$ cat src/sdi_pkg.sv
// Package for the SD card SPI init sequencer: phase and status codes,
// command constants and the state, config and result structs. No dependencies.
package sdi_pkg;

	localparam int CFG_IDX_W = 2;
	localparam int CFG_DATA_W = 10;

	// configuration register indexes
	localparam logic [CFG_IDX_W-1:0] REG_DUMMY_BYTES = 2'd0;
	localparam logic [CFG_IDX_W-1:0] REG_RESP_POLLS = 2'd1;
	localparam logic [CFG_IDX_W-1:0] REG_ACMD41_RETRIES = 2'd2;

	localparam logic [4:0] DUMMY_RST = 5'd10;
	localparam logic [3:0] POLLS_RST = 4'd8;
	localparam logic [9:0] RETRIES_RST = 10'd200;
	localparam logic [9:0] RETRY_SAT = 10'h3ff;

	// phase codes
	localparam logic [2:0] PH_IDLE = 3'd0;
	localparam logic [2:0] PH_DUMMY = 3'd1;
	localparam logic [2:0] PH_CMD0 = 3'd2;
	localparam logic [2:0] PH_CMD8 = 3'd3;
	localparam logic [2:0] PH_CMD55 = 3'd4;
	localparam logic [2:0] PH_ACMD41 = 3'd5;
	localparam logic [2:0] PH_CMD58 = 3'd6;
	localparam logic [2:0] PH_DONE = 3'd7;

	// status codes
	localparam logic [2:0] ST_OK = 3'd0;
	localparam logic [2:0] ST_CMD0_BAD = 3'd1;
	localparam logic [2:0] ST_CMD8_BAD = 3'd2;
	localparam logic [2:0] ST_ECHO_BAD = 3'd3;
	localparam logic [2:0] ST_CMD55_BAD = 3'd4;
	localparam logic [2:0] ST_ACMD41_BAD = 3'd5;
	localparam logic [2:0] ST_RETRY_OUT = 3'd6;

	// command frame constants
	localparam logic [5:0] IDX_CMD0 = 6'd0;
	localparam logic [5:0] IDX_CMD8 = 6'd8;
	localparam logic [5:0] IDX_CMD55 = 6'd55;
	localparam logic [5:0] IDX_ACMD41 = 6'd41;
	localparam logic [5:0] IDX_CMD58 = 6'd58;
	localparam logic [7:0] CMD_START = 8'h40;
	localparam logic [7:0] CRC_CMD0 = 8'h95;
	localparam logic [7:0] CRC_CMD8 = 8'h87;
	localparam logic [7:0] CRC_END = 8'h01;
	localparam logic [31:0] ARG_CMD8 = 32'h0000_01aa;
	localparam logic [31:0] ARG_HCS = 32'h4000_0000;
	localparam logic [15:0] ECHO_PATTERN = 16'h01aa;
	localparam logic [7:0] FILL_BYTE = 8'hff;
	localparam logic [7:0] R1_IDLE = 8'h01;
	localparam logic [7:0] R1_READY = 8'h00;

	typedef struct packed {
		logic [4:0] dummy_bytes;
		logic [3:0] response_polls;
		logic [9:0] acmd41_retries;
	} sdi_cfg_t;

	typedef struct packed {
		logic [2:0]  phase;
		logic [4:0]  byte_count;
		logic [3:0]  poll_count;
		logic [9:0]  retry_count;
		logic        is_version_two;
		logic [7:0]  response_code;
		logic        response_timed_out;
		logic [31:0] trailer_word;
		logic [2:0]  final_status;
	} sdi_state_t;

	typedef struct packed {
		logic       tx_valid;
		logic [7:0] tx_byte;
		logic       select_low;
		logic       select_pulse;
		logic       done_res;
		logic [2:0] status;
		logic       card_v2;
		logic       high_capacity;
	} sdi_result_t;

endpackage

$ cat src/sdi_if.sv
// Handshake channel interfaces for the SD card SPI init sequencer.
// Depends on nothing; widths follow the sequencer's item, result and config words.
interface sdi_item_if;
	logic       valid;
	logic       ready;
	logic       kind;
	logic [7:0] rx_byte;
	modport source(output valid, kind, rx_byte, input ready);
	modport sink(input valid, kind, rx_byte, output ready);
endinterface

interface sdi_result_if;
	logic       valid;
	logic       ready;
	logic       tx_valid;
	logic [7:0] tx_byte;
	logic       select_low;
	logic       select_pulse;
	logic       done_res;
	logic [2:0] status;
	logic       card_v2;
	logic       high_capacity;
	modport source(output valid, tx_valid, tx_byte, select_low, select_pulse, done_res,
		status, card_v2, high_capacity, input ready);
	modport sink(input valid, tx_valid, tx_byte, select_low, select_pulse, done_res,
		status, card_v2, high_capacity, output ready);
endinterface

interface sdi_cfg_if;
	logic       valid;
	logic       ready;
	logic [1:0] addr;
	logic [9:0] data;
	modport source(output valid, addr, data, input ready);
	modport sink(input valid, addr, data, output ready);
endinterface

$ cat src/sdi_step.sv
// Next-state and result logic for one received word of the init sequence.
// Depends on sdi_pkg; purely combinational, registered by the top level.
module sdi_step (
	input  sdi_pkg::sdi_state_t  st,
	input  sdi_pkg::sdi_cfg_t    cfg,
	input  logic                 kind,
	input  logic [7:0]           rx_byte,
	output sdi_pkg::sdi_state_t  nx,
	output sdi_pkg::sdi_result_t res
);
	import sdi_pkg::*;

	function automatic logic [7:0] frame_byte(input logic [2:0] ph, input logic [2:0] k,
		input logic v2);
		logic [5:0]  idx;
		logic [31:0] arg;
		logic [7:0]  crc;
		logic [7:0]  b;
		idx = IDX_CMD58;
		arg = '0;
		crc = CRC_END;
		case (ph)
			PH_CMD0: begin
				idx = IDX_CMD0;
				crc = CRC_CMD0;
			end
			PH_CMD8: begin
				idx = IDX_CMD8;
				arg = ARG_CMD8;
				crc = CRC_CMD8;
			end
			PH_CMD55: idx = IDX_CMD55;
			PH_ACMD41: begin
				idx = IDX_ACMD41;
				arg = v2 ? ARG_HCS : '0;
			end
			default: idx = IDX_CMD58;
		endcase
		case (k)
			3'd0: b = CMD_START | {2'b00, idx};
			3'd1: b = arg[31:24];
			3'd2: b = arg[23:16];
			3'd3: b = arg[15:8];
			3'd4: b = arg[7:0];
			default: b = crc;
		endcase
		return b;
	endfunction

	function automatic sdi_result_t done_word(input logic [2:0] s, input logic v2,
		input logic [31:0] tw);
		sdi_result_t r;
		r = '0;
		r.done_res = 1'b1;
		r.status = s;
		r.card_v2 = v2;
		r.high_capacity = (s == ST_OK) && (tw[31:30] == 2'b11);
		return r;
	endfunction

	function automatic sdi_result_t xfer_word(input logic [7:0] b, input logic sel,
		input logic pulse);
		sdi_result_t r;
		r = '0;
		r.tx_valid = 1'b1;
		r.tx_byte = b;
		r.select_low = sel;
		r.select_pulse = pulse;
		return r;
	endfunction

	logic       fin;
	logic [2:0] fin_status;
	logic       start_cmd;
	logic [2:0] start_ph;
	logic       in_window;
	logic [2:0] k;
	logic       long_resp;
	logic [9:0] retry_inc;
	logic       v2_next;
	logic       r1_ok;

	always_comb begin
		nx = st;
		res = '0;
		fin = 1'b0;
		fin_status = ST_OK;
		start_cmd = 1'b0;
		start_ph = PH_CMD0;
		in_window = st.poll_count < cfg.response_polls;
		k = 3'(st.byte_count - 5'd6);
		long_resp = (st.phase == PH_CMD8) || (st.phase == PH_CMD58);
		retry_inc = (st.retry_count < RETRY_SAT) ? st.retry_count + 10'd1 : st.retry_count;
		v2_next = st.is_version_two;
		r1_ok = 1'b0;

		if (!kind) begin
			// restart from the dummy clocks
			nx = '0;
			nx.phase = PH_DUMMY;
			nx.byte_count = 5'd1;
			res = xfer_word(FILL_BYTE, 1'b0, 1'b0);
		end else if (st.phase == PH_DONE) begin
			res = done_word(st.final_status, st.is_version_two, st.trailer_word);
		end else if (st.phase == PH_DUMMY) begin
			if (st.byte_count < cfg.dummy_bytes) begin
				nx.byte_count = st.byte_count + 5'd1;
				res = xfer_word(FILL_BYTE, 1'b0, 1'b0);
			end else begin
				start_cmd = 1'b1;
				start_ph = PH_CMD0;
			end
		end else if (st.phase == PH_IDLE) begin
			res = '0;
		end else if (st.byte_count < 5'd6) begin
			res = xfer_word(frame_byte(st.phase, st.byte_count[2:0], st.is_version_two),
				1'b1, 1'b0);
			nx.byte_count = st.byte_count + 5'd1;
		end else if (st.byte_count == 5'd6) begin
			res = xfer_word(FILL_BYTE, 1'b1, 1'b0);
			if (in_window && rx_byte[7]) begin
				nx.poll_count = st.poll_count + 4'd1;
			end else begin
				nx.response_code = rx_byte;
				nx.response_timed_out = !in_window;
				nx.trailer_word = '0;
				nx.byte_count = 5'd7;
			end
		end else begin
			if (long_resp && k <= 3'd4) begin
				nx.trailer_word = {st.trailer_word[23:0], rx_byte};
			end
			if (k < (long_resp ? 3'd5 : 3'd1)) begin
				nx.byte_count = st.byte_count + 5'd1;
				res = xfer_word(FILL_BYTE, 1'b1, 1'b0);
			end else begin
				// response and any trailer bytes are in: judge the response
				unique case (st.phase)
					PH_CMD0: begin
						if (st.response_timed_out || st.response_code != R1_IDLE) begin
							fin = 1'b1;
							fin_status = ST_CMD0_BAD;
						end else begin
							start_cmd = 1'b1;
							start_ph = PH_CMD8;
						end
					end
					PH_CMD8: begin
						if (st.response_timed_out) begin
							fin = 1'b1;
							fin_status = ST_CMD8_BAD;
						end else if (st.response_code[2]) begin
							v2_next = 1'b0;
							r1_ok = 1'b1;
						end else if ((st.response_code & 8'hfe) == 8'h00) begin
							v2_next = 1'b1;
							r1_ok = 1'b1;
						end else begin
							fin = 1'b1;
							fin_status = ST_CMD8_BAD;
						end
						if (r1_ok) begin
							nx.is_version_two = v2_next;
							if (v2_next && st.response_code != R1_IDLE) begin
								fin = 1'b1;
								fin_status = ST_CMD8_BAD;
							end else if (v2_next && st.trailer_word[15:0] != ECHO_PATTERN) begin
								fin = 1'b1;
								fin_status = ST_ECHO_BAD;
							end else begin
								nx.retry_count = '0;
								start_cmd = 1'b1;
								start_ph = PH_CMD55;
							end
						end
					end
					PH_CMD55: begin
						if (st.response_timed_out || st.response_code != R1_IDLE) begin
							fin = 1'b1;
							fin_status = ST_CMD55_BAD;
						end else begin
							start_cmd = 1'b1;
							start_ph = PH_ACMD41;
						end
					end
					PH_ACMD41: begin
						nx.retry_count = retry_inc;
						if (!st.response_timed_out && st.response_code == R1_READY) begin
							start_cmd = 1'b1;
							start_ph = PH_CMD58;
						end else if (!st.response_timed_out && st.response_code == R1_IDLE) begin
							if (retry_inc < cfg.acmd41_retries) begin
								start_cmd = 1'b1;
								start_ph = PH_CMD55;
							end else begin
								fin = 1'b1;
								fin_status = ST_RETRY_OUT;
							end
						end else begin
							fin = 1'b1;
							fin_status = ST_ACMD41_BAD;
						end
					end
					default: begin
						fin = 1'b1;
						fin_status = ST_OK;
					end
				endcase
			end
		end

		if (start_cmd) begin
			nx.phase = start_ph;
			nx.byte_count = 5'd1;
			nx.poll_count = '0;
			res = xfer_word(frame_byte(start_ph, 3'd0, nx.is_version_two), 1'b1, 1'b1);
		end
		if (fin) begin
			nx.phase = PH_DONE;
			nx.final_status = fin_status;
			res = done_word(fin_status, nx.is_version_two, nx.trailer_word);
		end
	end

endmodule

$ cat src/sd_spi_init_sequencer_core.sv
// Top level of the SD card SPI-mode init sequencer.
// Depends on sdi_pkg, the channel interfaces in sdi_if.sv and sdi_step.
//
//  channel | dir | payload                                   | accepted when
//  item    | in  | kind, rx_byte                             | valid & ready
//  result  | out | tx_valid, tx_byte, select_low/pulse,      | valid & ready
//          |     | done_res, status, card_v2, high_capacity  |
//  cfg     | in  | addr (register index), data               | valid & ready (always ready)
//
// One word per cycle sustained while the result is taken: an accepted word is held in
// the input register, the step logic turns it into the next state and a result in the
// same cycle, and the result register holds it until taken. Result valid rises when the
// word moves from the input register into the result register. Input ready drops only
// while both registers are full and the result is stalled. Reset clears the
// sequencer state to idle and loads the default config.
module sd_spi_init_sequencer_core (
	input logic         clk,
	input logic         arst_n,
	sdi_item_if.sink    item,
	sdi_result_if.source result,
	sdi_cfg_if.sink     cfg
);
	import sdi_pkg::*;

	sdi_cfg_t    cfg_q;
	sdi_state_t  state_q;
	sdi_state_t  state_nx;
	sdi_result_t res_nx;
	sdi_result_t res_q;
	logic        out_vld_q;
	logic        vld_s1;
	logic        kind_s1;
	logic [7:0]  rx_s1;
	logic        adv;
	logic        item_acc;

	assign adv = vld_s1 && (!out_vld_q || result.ready);
	assign item.ready = !vld_s1 || adv;
	assign item_acc = item.valid && item.ready;
	assign cfg.ready = 1'b1;

	sdi_step u_step (
		.st      (state_q),
		.cfg     (cfg_q),
		.kind    (kind_s1),
		.rx_byte (rx_s1),
		.nx      (state_nx),
		.res     (res_nx)
	);

	always_ff @(posedge clk or negedge arst_n) begin
		if (!arst_n) begin
			cfg_q.dummy_bytes <= DUMMY_RST;
			cfg_q.response_polls <= POLLS_RST;
			cfg_q.acmd41_retries <= RETRIES_RST;
		end else if (cfg.valid) begin
			unique case (cfg.addr)
				REG_DUMMY_BYTES: cfg_q.dummy_bytes <= cfg.data[4:0];
				REG_RESP_POLLS: cfg_q.response_polls <= cfg.data[3:0];
				REG_ACMD41_RETRIES: cfg_q.acmd41_retries <= cfg.data;
				default: ;
			endcase
		end
	end

	always_ff @(posedge clk or negedge arst_n) begin
		if (!arst_n) begin
			vld_s1 <= 1'b0;
			out_vld_q <= 1'b0;
			state_q <= '0;
		end else begin
			vld_s1 <= item_acc || (vld_s1 && !adv);
			out_vld_q <= adv || (out_vld_q && !result.ready);
			if (adv) begin
				state_q <= state_nx;
			end
		end
	end

	// payload registers: no reset
	always_ff @(posedge clk) begin
		if (item_acc) begin
			kind_s1 <= item.kind;
			rx_s1 <= item.rx_byte;
		end
		if (adv) begin
			res_q <= res_nx;
		end
	end

	assign result.valid = out_vld_q;
	assign result.tx_valid = res_q.tx_valid;
	assign result.tx_byte = res_q.tx_byte;
	assign result.select_low = res_q.select_low;
	assign result.select_pulse = res_q.select_pulse;
	assign result.done_res = res_q.done_res;
	assign result.status = res_q.status;
	assign result.card_v2 = res_q.card_v2;
	assign result.high_capacity = res_q.high_capacity;

endmodule

$ cat src/flat_wrapper.sv
// flat-port wrapper written by rule: the top's interface ports become plain ports
module sd_spi_init_sequencer_core_flat import sdi_pkg::*;
  (clk, arst_n, item_valid, item_kind, item_rx_byte, item_ready, result_valid, result_tx_valid, result_tx_byte, result_select_low, result_select_pulse, result_done_res, result_status, result_card_v2, result_high_capacity, result_ready, cfg_valid, cfg_addr, cfg_data, cfg_ready);
  sdi_item_if item_i ();
  sdi_result_if result_i ();
  sdi_cfg_if cfg_i ();
  input logic clk;
  input logic arst_n;
  input wire logic [$bits(item_i.valid)-1:0] item_valid;
  input wire logic [$bits(item_i.kind)-1:0] item_kind;
  input wire logic [$bits(item_i.rx_byte)-1:0] item_rx_byte;
  output wire logic [$bits(item_i.ready)-1:0] item_ready;
  output wire logic [$bits(result_i.valid)-1:0] result_valid;
  output wire logic [$bits(result_i.tx_valid)-1:0] result_tx_valid;
  output wire logic [$bits(result_i.tx_byte)-1:0] result_tx_byte;
  output wire logic [$bits(result_i.select_low)-1:0] result_select_low;
  output wire logic [$bits(result_i.select_pulse)-1:0] result_select_pulse;
  output wire logic [$bits(result_i.done_res)-1:0] result_done_res;
  output wire logic [$bits(result_i.status)-1:0] result_status;
  output wire logic [$bits(result_i.card_v2)-1:0] result_card_v2;
  output wire logic [$bits(result_i.high_capacity)-1:0] result_high_capacity;
  input wire logic [$bits(result_i.ready)-1:0] result_ready;
  input wire logic [$bits(cfg_i.valid)-1:0] cfg_valid;
  input wire logic [$bits(cfg_i.addr)-1:0] cfg_addr;
  input wire logic [$bits(cfg_i.data)-1:0] cfg_data;
  output wire logic [$bits(cfg_i.ready)-1:0] cfg_ready;
  assign item_i.valid = item_valid;
  assign item_i.kind = item_kind;
  assign item_i.rx_byte = item_rx_byte;
  assign item_ready = item_i.ready;
  assign result_valid = result_i.valid;
  assign result_tx_valid = result_i.tx_valid;
  assign result_tx_byte = result_i.tx_byte;
  assign result_select_low = result_i.select_low;
  assign result_select_pulse = result_i.select_pulse;
  assign result_done_res = result_i.done_res;
  assign result_status = result_i.status;
  assign result_card_v2 = result_i.card_v2;
  assign result_high_capacity = result_i.high_capacity;
  assign result_i.ready = result_ready;
  assign cfg_i.valid = cfg_valid;
  assign cfg_i.addr = cfg_addr;
  assign cfg_i.data = cfg_data;
  assign cfg_ready = cfg_i.ready;
  sd_spi_init_sequencer_core u_core (.clk(clk), .arst_n(arst_n), .item(item_i), .result(result_i), .cfg(cfg_i));
endmodule
$ cat config.mk
export PLATFORM = sky130hd
export DESIGN_NAME = sd_spi_init_sequencer_core_flat
export DESIGN_NICKNAME = d
export VERILOG_FILES = /design/src/sdi_pkg.sv /design/src/sdi_if.sv /design/src/sdi_step.sv /design/src/sd_spi_init_sequencer_core.sv /design/src/flat_wrapper.sv
export SDC_FILE = /design/constraint.sdc
export NUM_CORES = 1
export LEC_CHECK = 0
export BUFFER_PORTS_ARGS = -buffer_cell sky130_fd_sc_hd__clkbuf_2
export CORE_MARGIN = 2
export CORE_UTILIZATION = 60
export DETAILED_ROUTE_END_ITERATION = 12
export PLACE_DENSITY = 0.78
export REMOVE_ABC_BUFFERS = 1
export SYNTH_ARGS = -nofsm -noshare
export SYNTH_HDL_FRONTEND = slang
export SYNTH_HIERARCHICAL = 1
export SYNTH_SLANG_ARGS = --single-unit
$ cat constraint.sdc
create_clock -name clk -period 6.37 [get_ports clk]
set_input_delay 1.274 -clock clk [delete_from_list [all_inputs] [get_ports clk]]
set_output_delay 1.274 -clock clk [all_outputs]
set_load 0.005 [all_outputs]
==> results of run 1 <==
## path summary, 6_finish.rpt
check                                         from                  to  slack, ps
worst max-delay path            u_core/state_q[45]  u_core/state_q[66]       2270
min in group asynchronous                   arst_n    u_core/cfg_q[12]       1040
worst min register to register    u_core/cfg_q[11]    u_core/cfg_q[11]        520
worst min-delay path              u_core/cfg_q[11]    u_core/cfg_q[11]        520
max in group asynchronous                   arst_n   u_core/state_q[2]       4690
worst max register to register  u_core/state_q[45]  u_core/state_q[66]       2270
## power by group
part	switching, mW	internal (mW)
combinational	0.448	0.312
sequential	0.109	0.767
clock	0.247	0.190
total	0.804	1.27
## area by class of cell
cell class | count | area (um^2)
clock inverter | 7 | 86.3
sequential | 102 | 2690
inverter | 31 | 116
multi-input combinational | 480 | 3580
tap | 140 | 175
fill | 875 | 3730
clock buffer | 9 | 124
timing repair buffer | 47 | 245
## layer usage
layer | GRT usage (%) | share of wire (%)
met3 | 5.44 | 5.7
met4 | 7.33 | 0.82
met5 | 0 | 0
met1 | 39.3 | 47
met2 | 42.5 | 46
## sequential cells by signal, summed over array words and instances (netlist names)
signal	count
u_core/state_q	55
u_core/cfg_q	19
u_core/result.tx_byte	8
u_core/rx_s1	8
u_core/result.status	3
u_core/kind_s1	1
u_core/result.card_v2	1
u_core/result.done_res	1
u_core/result.high_capacity	1
u_core/result.select_low	1
u_core/result.select_pulse	1
u_core/result.tx_valid	1
u_core/result.valid	1
u_core/vld_s1	1
## through the flow
step / area (um^2) / std cells / setup WS, ps
6_report: 7010 / 816 / 2270
4_1_cts: 7010 / 816 / 2310
3_3_place_gp: 6800 / 800 / 2440
3_5_place_dp: 6800 / 800 / 2360
5_1_grt: 7010 / 816 / 1910
2_1_floorplan: 6380 / 613 / 2730
## cells in the final DEF (no fill, tap or decap), types with 4 or more instances in the layout
| master | n |
|---|---|
| dfrtp_1 | 70 |
| nor2_1 | 65 |
| mux2_2 | 57 |
| clkbuf_2 | 43 |
| nand2_1 | 40 |
| a22oi_1 | 31 |
| inv_1 | 29 |
| ha_1 | 28 |
| a21oi_1 | 27 |
| nand3_1 | 27 |
| edfxtp_1 | 26 |
| mux2_4 | 19 |
| o21ai_0 | 17 |
| nor3_1 | 14 |
| clkbuf_8 | 9 |
| o21a_1 | 8 |
| and3_1 | 8 |
| nand2b_1 | 7 |
| nand4_1 | 7 |
| a21o_1 | 7 |
| a31oi_1 | 7 |
| dfstp_2 | 6 |
| xnor2_1 | 6 |
| a211oi_1 | 6 |
| and2_1 | 5 |
| o211ai_1 | 5 |
| xor2_1 | 5 |
| o21ai_1 | 5 |
| buf_4 | 4 |
==> results.yml, run 1 <==
status:
  status: "finished clean"
clock_network:
  cts_hold_buf: 0
  clk_path_buf_depth: 2
  cts_root_buf: "clkbuf_8"
  clk_latency_ps: 390
  post_cts_buffers: 0
  numCtsBuffers: 9
  htreeDepth: 3
  clock_sinks: 102
  clk_pin_slew_worst_paths_ps: 100
  cts_tree: "built"
  ctsResizeCount: 0
setup_path:
  slowest_delay_ps: 590
  cp-start-kind: "flip-flop"
  cp.arrival_ps: 4390
  path_buf_inv: 0
  worstSetupPathType: "flip-flop to flip-flop"
  cp-end-kind: "flip-flop"
  cp_max_fo: 7
  worstSetupPathDepth: 12
  required_ps: 6650
  reg2reg_depth: 12
  critPathTopFamily: "simple AND/OR/NAND/NOR gates"
  crit_slowest_cell: "or3_2"
  worstPathCellList: "ha_1 > nand4_1 > or3_2 > mux2_2 > ha_1 > or4b_1 > o211ai_2 > a211oi_1 > o31ai_2 > o21a_1 > o21ai_1 > mux2_2"
floorplanning:
  die_area_um2: 11800
  fp.dieH_um: 109
  die_w_um: 109
  start_util_pct: 61.1
  coreArea_um2: 10700
  io_pins: 46
  rows: 38
cells_and_area:
  drive_gt1_share_pct: 25.0
  fin_util_pct: 65.3
  insertedDiodeCount: 0
  area_growth_pct: 6.80
  fin_nets: 725
global_routing:
  grtUsageTotal_pct: 27.4
  globalRoute.totalOverflow: 0
  antenna_found_initial: 0
  grt_pass1_wl_um: 25000
  first_global_vias: 4968
  grt_max_degree: 77
place:
  port_buffers: 44
  place_hpwl_um: 10400
  routabilityCongestion: 0.908
power_and_ir_drop:
  p_per_area_nw_per_um2: 296
  total_power_mw: 2.07
  p_leak_nw: 3.08
  ir_drop_mv: 0.247
yosys:
  syn_area_um2: 6570
  netlist_instances: 649
  ys.warnings.count: 6
  synth.avg_cell_area_um2: 10.1
route:
  num_vias: 5089
  drc: 0
  wl_per_cell_um: 18.3
  drtIter0Drc: 466
  drt-total-wl_um: 14900
  ant_nets: 0
  dr.pass1.iters: 5
  vias_per_cell: 6.24
min_path:
  holdPathStages: 1
  hold_path_class: "flip-flop to flip-flop"
sta:
  hold_violations: 0
  max_freq_mhz: 244
  skew_ps: 10.3
  setup_tns_ps: 0
  fin_crit_ps: 4100
  rsz0062_at_grt: "no"
  max-slew-margin-rel_pct: 33.4
  period_share_pct: 64.4
  tightest_slew_ps: 999
  hold_ws_ps: 520
  slew_viol_final: 0
  finalSetupViolCount: 0
flow_run:
  maxCapViolations: 0
No activity file was read; power rests on OpenSTA's default activity.
==> inputs of run 2 (changes only) <==
--- a/config.mk
+++ b/config.mk
@@ -5,11 +5,12 @@
 export SDC_FILE = /design/constraint.sdc
 export NUM_CORES = 1
 export LEC_CHECK = 0
+export ABC_AREA = 1
 export BUFFER_PORTS_ARGS = -buffer_cell sky130_fd_sc_hd__clkbuf_2
 export CORE_MARGIN = 2
-export CORE_UTILIZATION = 60
+export CORE_UTILIZATION = 56
 export DETAILED_ROUTE_END_ITERATION = 12
-export PLACE_DENSITY = 0.78
+export PLACE_DENSITY = 0.76
 export REMOVE_ABC_BUFFERS = 1
 export SYNTH_ARGS = -nofsm -noshare
 export SYNTH_HDL_FRONTEND = slang
==> constraint.sdc (replaced) <==
create_clock -name clk -period 3.72 [get_ports clk]
set_input_delay 0.744 -clock clk [delete_from_list [all_inputs] [get_ports clk]]
set_output_delay 0.744 -clock clk [all_outputs]
set_load 0.005 [all_outputs]
==> run 2 against run 1 <==
  * Worst setup slack lost 1800 ps
  * Synthesized cell count grew 52%
  * Sequential cell count is the same
  * Sequential share of layout area shrank 2.8 points
  * Core utilization shrank 2.7 points
  * Final cell count grew 44%
  * Routed wire length grew 13%
  * Critical path type unchanged
  * Critical endpoint is now u_core/state_q[60]
  * Highest routed layer unchanged
==> results.yml, run 2 <==
status:
  status: "finished clean"
place:
  port_buffers: 44
  routabilityCongestion: 0.949
  place_ws_ps: 390
  place_hpwl_um: 11600
sta:
  fin_crit_ps: 3260
  hold_violations: 0
  tightest_slew_ps: 976
  setup_tns_ps: 0
  rsz0062_at_grt: "no"
  max-slew-margin-rel_pct: 34.9
  skew_ps: 6.48
  max_freq_mhz: 307
  period_share_pct: 87.6
  slew_viol_final: 0
  fin_ws_ps: 463
  finalSetupViolCount: 0
yosys:
  netlist_instances: 986
  syn_area_um2: 7030
  synth.avg_cell_area_um2: 7.13
  ys.warnings.count: 6
setup_path:
  required_ps: 3980
  worstSetupPathType: "flip-flop to flip-flop"
  cp-end-kind: "flip-flop"
  cp.arrival_ps: 3510
  rr_startpoint: "u_core/state_q[46]"
  cp-start-kind: "flip-flop"
  reg2reg_depth: 23
  r2r-end: "u_core/state_q[60]"
  r2r_setup_slack_ps: 460
  cp_max_fo: 12
  startpoint: "u_core/state_q[46]"
min_path:
  holdPathStages: 2
  hold_path_class: "flip-flop to flip-flop"
  hp-start: "u_core/cfg_q[15]"
  min_to: "u_core/cfg_q[15]"
floorplanning:
  io_pins: 46
  start_util_pct: 58.1
  fp.dieH_um: 116
  die_w_um: 116
  coreArea_um2: 12100
  die_area_um2: 13500
  rows: 40
power_and_ir_drop:
  p_int_mw: 2.13
  p_leak_nw: 3.83
  power_switching_mw: 1.24
  pwr-share-seq_pct: 40.8
  switching_share_pct: 36.8
  p_per_area_nw_per_um2: 446
  comb_power_share_pct: 31.4
  clkPwrFrac_pct: 27.8
  ir_drop_mv: 0.268
cells_and_area:
  final_common_cell: "nand2_1"
  largest_reg_flops: 55
  drive_gt1_share_pct: 11.6
  regMostFlops: "u_core/state_q"
  fin_nets: 1054
  top_regs: "u_core/state_q x55, u_core/cfg_q x19"
  insertedDiodeCount: 0
  n_fill_cell: 1121
  area_growth_pct: 7.67
  mostFrequentLayoutCells: "nand2_1, inv_1, nand3_1"
flow_run:
  maxCapViolations: 0
route:
  drtIter0Drc: 601
  drc: 0
  ant_nets: 0
  wl_per_cell_um: 14.4
  vias_per_cell: 5.55
  drt-total-wl_um: 16900
  dr.pass1.iters: 5
  num_vias: 6514
global_routing:
  first_global_vias: 5899
  top_usage_layer: "met2"
  grt.met2_usage_pct: 41.7
  globalRoute.totalOverflow: 0
  grtUsageTotal_pct: 26.7
  use_met3_pct: 3.87
  grt_max_degree: 77
  antenna_found_initial: 0
  grt_pass1_wl_um: 28500
  gr-usage-met1_pct: 37.9
clock_network:
  htreeDepth: 3
  clk_pin_slew_worst_paths_ps: 70
  cts_root_buf: "clkbuf_16"
  numCtsBuffers: 9
  clk_latency_ps: 360
  cts_tree: "built"
  clk_path_buf_depth: 2
  clock_sinks: 102
run 2: changes by cell type in the layout (fill, tap and decap cells not counted), sizes merged, moves of 8 or more:
| cell | delta |
|---|---|
| nand2b | -8 |
| nand2 | +283 |
| o21a | -8 |
| and3 | -8 |
| inv | +88 |
| mux2 | -75 |
| nand4 | +23 |
| a22oi | -30 |
| a21oi | +33 |
| buf | +8 |
| nand3 | +75 |
| o22ai | +18 |
| o21ai | +26 |
run 2: critical path, stage by stage (launching register included):
cell	delay, ps
dfrtp_1	420
ha_1	270
nand3_4	120
nor2_4	150
nand2_4	120
nand3_1	120
xnor2_1	160
ha_1	280
nand2_1	70
inv_1	40
o21ai_0	80
a21oi_1	90
nor2_1	220
nand3_4	130
nand2_2	80
nand2_2	50
nand3_2	80
nand2_4	80
nand2_4	80
nand2_4	110
nand2_2	200
nor2_1	60
nand3_1	80
nand2_1	60
run 2: layout make-up:
type	instances	area, um^2	area share, %
clock buffer	11	253	3.34
clock inverter	5	38.8	0.512
inverter	120	450	5.95
multi-input combinational	712	3620	47.8
sequential	102	2690	35.6
tap	168	210	2.78
timing repair buffer	55	305	4.03
run 2: through the flow:
step	cells	cell area (um^2)	power (mW)	hold WS, ps	util [%]
after CTS	1172	7560	3.38	466	62.4
after detailed placement	1156	7270	2.44	455	60.0
after floorplan	934	6760	2.11	442	-
final	1173	7570	3.38	466	62.5
after global placement	1156	7270	2.43	451	60.0
after global routing	1173	7570	3.62	483	62.5
run 2: worst max path at each step:
stage	slack, ps	endpoint
2_1_floorplan	790	u_core/state_q[56]
3_3_place_gp	480	u_core/state_q[56]
3_5_place_dp	390	u_core/state_q[57]
4_1_cts	360	u_core/state_q[60]
5_1_grt	30	u_core/state_q[64]
6_report	460	u_core/state_q[60]
run 2: timing repair:
item                                   in CTS  in global routing
hold buffers                                0                  0
setup endpoints to repair                   0                  8
resized for setup                           0                  3
setup buffers                               0                  1
endpoints found under the hold margin       0                  0
run 2: power groups by stage:
stage | sequential (mW) | clock [mW] | combinational, mW
finish | 1.38 | 0.939 | 1.06
global route | 1.40 | 1.00 | 1.22
CTS | 1.38 | 0.960 | 1.05
detailed placement | 1.40 | 0 | 1.04
global placement | 1.40 | 0 | 1.03
floorplan | 1.39 | 0 | 0.717
run 2: layer usage:
| layer | vias up | part of all wire [%] |
|---|---|---|
| met5 | - | 0 |
| met4 | 0 | 2.0 |
| met3 | 28 | 5.5 |
| met2 | 209 | 45 |
| met1 | 3037 | 48 |
| li1 | 3240 | - |
